--- config.mk ---
export PLATFORM = sky130hd
export DESIGN_NAME = software_timer_bank
export DESIGN_NICKNAME = d
export VERILOG_FILES = /design/src/tsb_pkg.sv /design/src/software_timer_bank.sv /design/src/tsb_cell.sv /design/src/tsb_seq.sv
export SDC_FILE = /design/constraint.sdc
export NUM_CORES = 1
export LEC_CHECK = 0
export BUFFER_PORTS_ARGS = -buffer_cell sky130_fd_sc_hd__clkbuf_2
export CAP_MARGIN = 40
export CORE_ASPECT_RATIO = 0.7
export CORE_UTILIZATION = 50
export CTS_BUF_LIST = sky130_fd_sc_hd__clkbuf_4 sky130_fd_sc_hd__clkbuf_8 sky130_fd_sc_hd__clkbuf_16
export DETAILED_ROUTE_END_ITERATION = 10
export PLACE_DENSITY = 0.73
export SLEW_MARGIN = 10
export SYNTH_ARGS = -nofsm -noshare
export SYNTH_HDL_FRONTEND = slang
export SYNTH_HIERARCHICAL = 1
export SYNTH_SLANG_ARGS = --single-unit
--- constraint.sdc ---
create_clock -name clk -period 6.97 [get_ports clk]
set_input_delay 0.697 -clock clk [delete_from_list [all_inputs] [get_ports clk]]
set_output_delay 0.697 -clock clk [all_outputs]
set_load 0.01 [all_outputs]
--- src/tsb_pkg.sv ---
// ----------------------------------------------------------------------------
// tsb_pkg: shared types and constants for the software timer bank
// Timer entry layout, action and result codes, sequencer states.
// ----------------------------------------------------------------------------
package tsb_pkg;

  localparam int NUM_TIMERS = 16;
  localparam int STEP_W     = (NUM_TIMERS > 1) ? $clog2(NUM_TIMERS) : 1;

  localparam int INTERVAL_W = 24;
  localparam int REMAIN_W   = 25;
  localparam int HANDLE_W   = 16;
  localparam int ELAPSED_W  = 16;

  typedef enum logic [1:0] {
    ACT_CREATE = 2'd0,
    ACT_REMOVE = 2'd1,
    ACT_TICK   = 2'd2
  } action_t;

  typedef enum logic [2:0] {
    KIND_CREATED   = 3'd0,
    KIND_FULL      = 3'd1,
    KIND_REMOVED   = 3'd2,
    KIND_NOT_FOUND = 3'd3,
    KIND_EXPIRED   = 3'd4,
    KIND_DONE      = 3'd5
  } kind_t;

  typedef enum logic [1:0] {
    S_IDLE,
    S_SWEEP,
    S_REPORT
  } seq_state_t;

  typedef struct packed {
    logic                        live;
    logic                        once;
    logic signed [REMAIN_W-1:0]  remain;
    logic [INTERVAL_W-1:0]       reload;
    logic [HANDLE_W-1:0]         handle;
  } entry_t;

endpackage

--- src/software_timer_bank.sv ---
// ----------------------------------------------------------------------------
// software_timer_bank: pool of one-shot and periodic countdown timers
// Every create, remove or tick item takes one full sweep of the bank: the ring
// of 16 timer slots rotates once past the head update logic, one slot per
// cycle, then a report state forms the final result, which sits on the result
// ports in the cycle after that. start is taken again in that report state,
// so items can follow back to back and the final result of one item overlaps
// the first sweep cycle of the next. Expiries are reported in slot order,
// each in the cycle after its slot passes the head, then the tick-done result
// with last set. Results are strobed for one cycle and cannot be held off.
// An action code of 3 is not accepted and gives no result.
// ----------------------------------------------------------------------------
module software_timer_bank (
  input  logic                          clk,
  input  logic                          rst,
  input  logic                          start,
  output logic                          busy,
  input  logic [1:0]                    action,
  input  logic [tsb_pkg::INTERVAL_W-1:0] interval_ms,
  input  logic                          single_fire,
  input  logic [tsb_pkg::HANDLE_W-1:0]   target_handle,
  input  logic [tsb_pkg::ELAPSED_W-1:0]  elapsed_ms,
  output logic                          strobe,
  output logic [2:0]                    kind,
  output logic [tsb_pkg::HANDLE_W-1:0]   handle_out,
  output logic                          last
);
  import tsb_pkg::*;

  entry_t ring [NUM_TIMERS];
  entry_t tail;
  logic   shift;

  // slot 0 sits at the head; the updated head entry re-enters at the tail
  for (genvar i = 0; i < NUM_TIMERS; i++) begin : g_ring
    entry_t din;
    if (i == NUM_TIMERS - 1) begin : g_tail
      assign din = tail;
    end else begin : g_mid
      assign din = ring[i+1];
    end
    tsb_cell u_cell (
      .clk   (clk),
      .rst   (rst),
      .shift (shift),
      .din   (din),
      .dout  (ring[i])
    );
  end

  tsb_seq u_seq (
    .clk           (clk),
    .rst           (rst),
    .start         (start),
    .action        (action),
    .interval_ms   (interval_ms),
    .single_fire   (single_fire),
    .target_handle (target_handle),
    .elapsed_ms    (elapsed_ms),
    .head          (ring[0]),
    .tail          (tail),
    .shift         (shift),
    .busy          (busy),
    .strobe        (strobe),
    .kind          (kind),
    .handle_out    (handle_out),
    .last          (last)
  );

  a_accept_busy: assert property (@(posedge clk) disable iff (rst)
    (start && !busy && (action == ACT_CREATE || action == ACT_REMOVE ||
     action == ACT_TICK)) |=> busy)
    else $error("accepted item did not start a sweep");

  a_shift_busy: assert property (@(posedge clk) disable iff (rst)
    shift |-> busy)
    else $error("ring shifted outside a sweep");

  a_last_kind: assert property (@(posedge clk) disable iff (rst)
    strobe |-> (last == (kind != KIND_EXPIRED)))
    else $error("last flag does not match result kind");

  a_expiry_tick: assert property (@(posedge clk) disable iff (rst)
    (strobe && kind == KIND_EXPIRED) |-> $past(busy))
    else $error("expiry reported outside a tick sweep");

endmodule

--- src/tsb_cell.sv ---
// ----------------------------------------------------------------------------
// tsb_cell: one timer slot of the ring
// Holds a timer entry and takes its neighbor's entry whenever the ring shifts.
// ----------------------------------------------------------------------------
module tsb_cell (
  input  logic           clk,
  input  logic           rst,
  input  logic           shift,
  input  tsb_pkg::entry_t din,
  output tsb_pkg::entry_t dout
);
  import tsb_pkg::*;

  entry_t slot;

  // only the live bit is control state; the rest is payload
  always_ff @(posedge clk) begin
    if (rst) begin
      slot.live <= 1'b0;
    end else if (shift) begin
      slot <= din;
    end
  end

  assign dout = slot;

endmodule

--- src/tsb_seq.sv ---
// ----------------------------------------------------------------------------
// tsb_seq: sweep sequencer and head-of-ring update
// Rotates the ring once per item, updates the slot passing the head and
// drives the registered result port.
// ----------------------------------------------------------------------------
module tsb_seq (
  input  logic                          clk,
  input  logic                          rst,
  input  logic                          start,
  input  logic [1:0]                    action,
  input  logic [tsb_pkg::INTERVAL_W-1:0] interval_ms,
  input  logic                          single_fire,
  input  logic [tsb_pkg::HANDLE_W-1:0]   target_handle,
  input  logic [tsb_pkg::ELAPSED_W-1:0]  elapsed_ms,
  input  tsb_pkg::entry_t               head,
  output tsb_pkg::entry_t               tail,
  output logic                          shift,
  output logic                          busy,
  output logic                          strobe,
  output logic [2:0]                    kind,
  output logic [tsb_pkg::HANDLE_W-1:0]   handle_out,
  output logic                          last
);
  import tsb_pkg::*;

  seq_state_t             state, state_next;
  logic [STEP_W-1:0]      step;
  action_t                op;
  logic [INTERVAL_W-1:0]  interval_r;
  logic                   once_r;
  logic [HANDLE_W-1:0]    target_r;
  logic [ELAPSED_W-1:0]   elapsed_r;
  logic                   found, found_next;
  logic [HANDLE_W-1:0]    counter;
  logic                   load;
  logic                   act_ok;
  logic                   last_step;
  logic signed [REMAIN_W-1:0] remain_sub;

  logic                   strobe_next;
  kind_t                  kind_next;
  logic [HANDLE_W-1:0]    handle_next;
  logic                   last_next;

  assign busy      = (state == S_SWEEP);
  assign act_ok    = (action == ACT_CREATE) || (action == ACT_REMOVE) ||
                     (action == ACT_TICK);
  assign load      = start && !busy && act_ok;
  assign last_step = (step == STEP_W'(NUM_TIMERS - 1));
  assign remain_sub = head.remain -
                      $signed({{(REMAIN_W - ELAPSED_W){1'b0}}, elapsed_r});

  always_ff @(posedge clk) begin
    if (rst) begin
      state   <= S_IDLE;
      step    <= '0;
      found   <= 1'b0;
      counter <= '0;
      strobe  <= 1'b0;
      op      <= ACT_CREATE;
    end else begin
      state  <= state_next;
      strobe <= strobe_next;
      if (state == S_REPORT && op == ACT_CREATE && found) begin
        counter <= counter + 1'b1;
      end
      if (load) begin
        op    <= action_t'(action);
        step  <= '0;
        found <= 1'b0;
      end else begin
        found <= found_next;
        if (shift) begin
          step <= step + 1'b1;
        end
      end
    end
  end

  always_ff @(posedge clk) begin
    if (load) begin
      interval_r <= interval_ms;
      once_r     <= single_fire;
      target_r   <= target_handle;
      elapsed_r  <= elapsed_ms;
    end
    kind       <= kind_next;
    handle_out <= handle_next;
    last       <= last_next;
  end

  always_comb begin
    state_next  = state;
    shift       = 1'b0;
    tail        = head;
    found_next  = found;
    strobe_next = 1'b0;
    kind_next   = KIND_DONE;
    handle_next = '0;
    last_next   = 1'b0;

    unique case (state)
      S_IDLE: begin
        if (load) state_next = S_SWEEP;
      end

      S_SWEEP: begin
        shift = 1'b1;
        case (op)
          ACT_CREATE: begin
            if (!found && !head.live) begin
              tail.live   = 1'b1;
              tail.once   = once_r;
              tail.remain = $signed({1'b0, interval_r});
              tail.reload = interval_r;
              tail.handle = counter;
              found_next  = 1'b1;
            end
          end
          ACT_REMOVE: begin
            if (!found && head.live && head.handle == target_r) begin
              tail.live  = 1'b0;
              found_next = 1'b1;
            end
          end
          default: begin
            if (head.live) begin
              if (remain_sub < 0) begin
                strobe_next = 1'b1;
                kind_next   = KIND_EXPIRED;
                handle_next = head.handle;
                if (head.once) tail.live = 1'b0;
                else           tail.remain = $signed({1'b0, head.reload});
              end else begin
                tail.remain = remain_sub;
              end
            end
          end
        endcase
        if (last_step) state_next = S_REPORT;
      end

      S_REPORT: begin
        strobe_next = 1'b1;
        last_next   = 1'b1;
        case (op)
          ACT_CREATE: begin
            kind_next   = found ? KIND_CREATED : KIND_FULL;
            handle_next = found ? counter : '0;
          end
          ACT_REMOVE: begin
            kind_next   = found ? KIND_REMOVED : KIND_NOT_FOUND;
            handle_next = target_r;
          end
          default: begin
            kind_next   = KIND_DONE;
            handle_next = '0;
          end
        endcase
        state_next = load ? S_SWEEP : S_IDLE;
      end

      default: state_next = S_IDLE;
    endcase
  end

endmodule
==> results.md <==
* Net Count, Synth at 1954
* Reg area at 34700 um2
* Congestion Overflow GR at 0
* Die width at 335 um
* Post-synth EDFFs at 1113
* Synthesized cell area at 38900 um2
* Status: completed
* Die Y at around 240 um
* Placed Cells at between 3000 and 4000
* Post-layout minimum cycle time at 3970 ps
* Max_slew headroom at 0.400
* CTS HTree Levels at 3
* Num CTS Buffers at 99
* Hold path start: target_handle[0]
* CP required at ~7600 ps
* Peak supply drop at 0.196 mV
* FF+latch count, synth at approximately 1200
* Max FO, Critical Path at 27
* Gate Count Post-Synth at 1869
* GR Util All Layers at 0.196
* Synth-to-layout area growth at 14.0%
* Initial antenna violation count at 14
* Synth async-reset ratio at 0
* Worst slew pin tran at 899 ps
* Top cell type's share of synthesized area at 0.860
* Via count at 17400
* Final setup fails at 0
* Register area share after synthesis at 0.891
* Placer congestion estimate at 0.896
* Iter 0 DRT Violations at 2328
* Reg clk slew, reported paths at roughly 60 ps
* Final hold vios at 0
* Worst Setup End Kind: flop
* CP arrival at 4570 ps
* Crit path cell chain: inv_1, ha_1, fa_1, nor2b_4, o31a_1, o41ai_2, nand3b_1, a21o_4, xnor2_4, and3_1, a222oi_1, inv_1
* Min-delay worst type: input port to flop
* Final HPWL DP at around 48000 um
* DRT Wirelength at 76000 um
* Slowest-stage cell, CP: and3_1
* Largest net degree at the start of global routing at 51
* Antenna Violating Nets Remaining at 0
* Vias per cell at 5.47
* Input/output buffers at 83
* Most frequent cell after synthesis: edfxtp_1
* CTS Buffer Depth at 3
* Vias in the first global route at 17000
* Synth top cells by count: 1113 x edfxtp_1, 163 x nand2_1, 78 x nor2_1
* Initial core utilization at 0.506
* Netlist cell types at 75
* Sink Count at 1175
* DRC viols at 0
* Mean post-synth cell area at between 20 and 25 um2
* I/O Pins at 84
* Period Utilization, post-route at 0.570
* Nets@finish at around 2100
* Achievable frequency at 252 MHz
* Fin util at 0.577
* Core area at 76900 um2
* Worst R2R Start: g_ring[0].u_cell/dout[40]$_DFFE_PP_
* Critical path class: flop to flop
* Layout Cells excl Fill at 3182
* Synth Flop Type: edfxtp_1
* Crit-path max cell delay at 780 ps
* Post_cts resized at 0
* TNS Setup at 0 ps
* Num rows at 85
* Syn. warnings at 6
* Footprint of the multi-input gates at 3990 um2
* CP most frequent cell: inv_1
* Share of cells above drive strength 1 at 0.155
* Clk Latency, worst-skew pair at 670 ps
* First-pass GRT wire length at roughly 110000 um
* PD cells at 319 nW/um2
* Max Cap Viol at 0
* RSZ-0062 raised after global routing: false
* DIE AREA at 78900 um2
* Fin Clk Skew at between 20 and 30 ps
* Pre-Repair DR Iteration Count at 6
* Synth area leaders: edfxtp_1 86%, dfxtp_1 3.2%, nand2_1 1.6%, mux2i_1 1.0%, nor2_1 0.75%
* Synth area leader: edfxtp_1
* Wire length per cell at 23.9 um
* CP startpoint: g_ring[0].u_cell/dout[40]$_DFFE_PP_
* Slew Limit Fails at 0
* CP Launch Type: flop
* CTS tree: built
* Fill count at 5455
* Leak at 14.8 nW
* Setup bufs post-CTS at 0
* CTS Root Cell: clkbuf_16
* Post-CTS Hold Fix Bufs at 0
-- sequential cells by signal, summed over array words and instances (netlist names) --
signal / count
u_seq/found: 1
u_seq/strobe: 1
u_seq/interval_r: 24
u_seq/target_r: 16
u_seq/last: 1
u_seq/kind: 3
u_seq/step: 4
u_seq/elapsed_r: 16
u_seq/op: 2
u_seq/counter: 16
u_seq/state: 2
u_seq/once_r: 1
u_seq/handle_out: 16
g_ring.u_cell/dout: 1072
-- power by group --
group	leakage, nW	internal, mW	total, mW	switching [mW]
registers	10.7	8.02	8.12	0.104
logic	2.51	0.149	0.549	0.400
clock network	1.60	3.06	5.46	2.41
-- cell families after synthesis --
| group | share of synthesized area |
|---|---|
| adders and majority gates | 0.00759 |
| DFF | 0.891 |
| buffers and inverters | 0.00952 |
| and+or+nand+nor | 0.0395 |
| AOI/OAI and AO/OA | 0.0305 |
| muxes | 0.0100 |
| xor gates and xnor gates | 0.0113 |
-- final timing paths --
| kind | end | slack [ps] | cells after the start |
|---|---|---|---|
| worst max-delay path | u_seq/handle_out[14]$_DFF_P_ | 3000 | 12 |
| worst min-delay path | u_seq/target_r[0]$_DFFE_PP_ | 200 | 1 |
| worst max register to register | u_seq/handle_out[14]$_DFF_P_ | 3000 | 12 |
| worst min register to register | g_ring[0].u_cell/dout[44]$_DFFE_PP_ | 410 | 0 |
-- metal layers --
metal	vias to the layer above	global-route usage	share of wire
met2	718	0.272	0.43
li1	7598	-	-
met4	4	0.0488	0.019
met5	-	0	0.00036
met3	113	0.0366	0.080
met1	8962	0.318	0.47
-- metrics by stage --
stage	hold slack, ps	total power, mW	setup slack, ps	area [um2]
finish	203	14.1	3000	44300
global route	174	14.6	2840	44300
CTS	157	14.3	3080	44300
detailed placement	405	8.81	3140	41100
global placement	400	8.76	3150	40700
floorplan	400	8.55	891	38900
-- worst max-delay path, delay by kind of cell (launching register included) --
kind / cells / cell delay, ps
flip-flops: 1 / 420
AND/OR/NAND/NOR: 3 / 1010
adder cells (fa/ha/maj): 2 / 430
XOR/XNOR: 1 / 660
buffers and inverters: 2 / 190
AO/OA/AOI/OAI: 4 / 1160
-- cell usage in the layout, fill, tap and decap left out, drive strengths merged, types with 28 or more instances in the layout --
master     n
clkinv    35
mux2i     39
clkbuf   207
nand2    163
dfxtp     62
xor2      30
nor2      80
edfxtp  1113
buf       44
inv       55
a21oi     28
-- area by class of cell --
type | count | share of cell area
sequential | 1175 | 0.782
timing repair buffer | 127 | 0.0217
multi-input combinational | 607 | 0.0900
antenna | 1 | 0.0000564
clock buffer | 124 | 0.0608
inverter | 49 | 0.00415
tap | 1044 | 0.0295
clock inverter | 55 | 0.0121
Power figures use the tool's default switching activity.
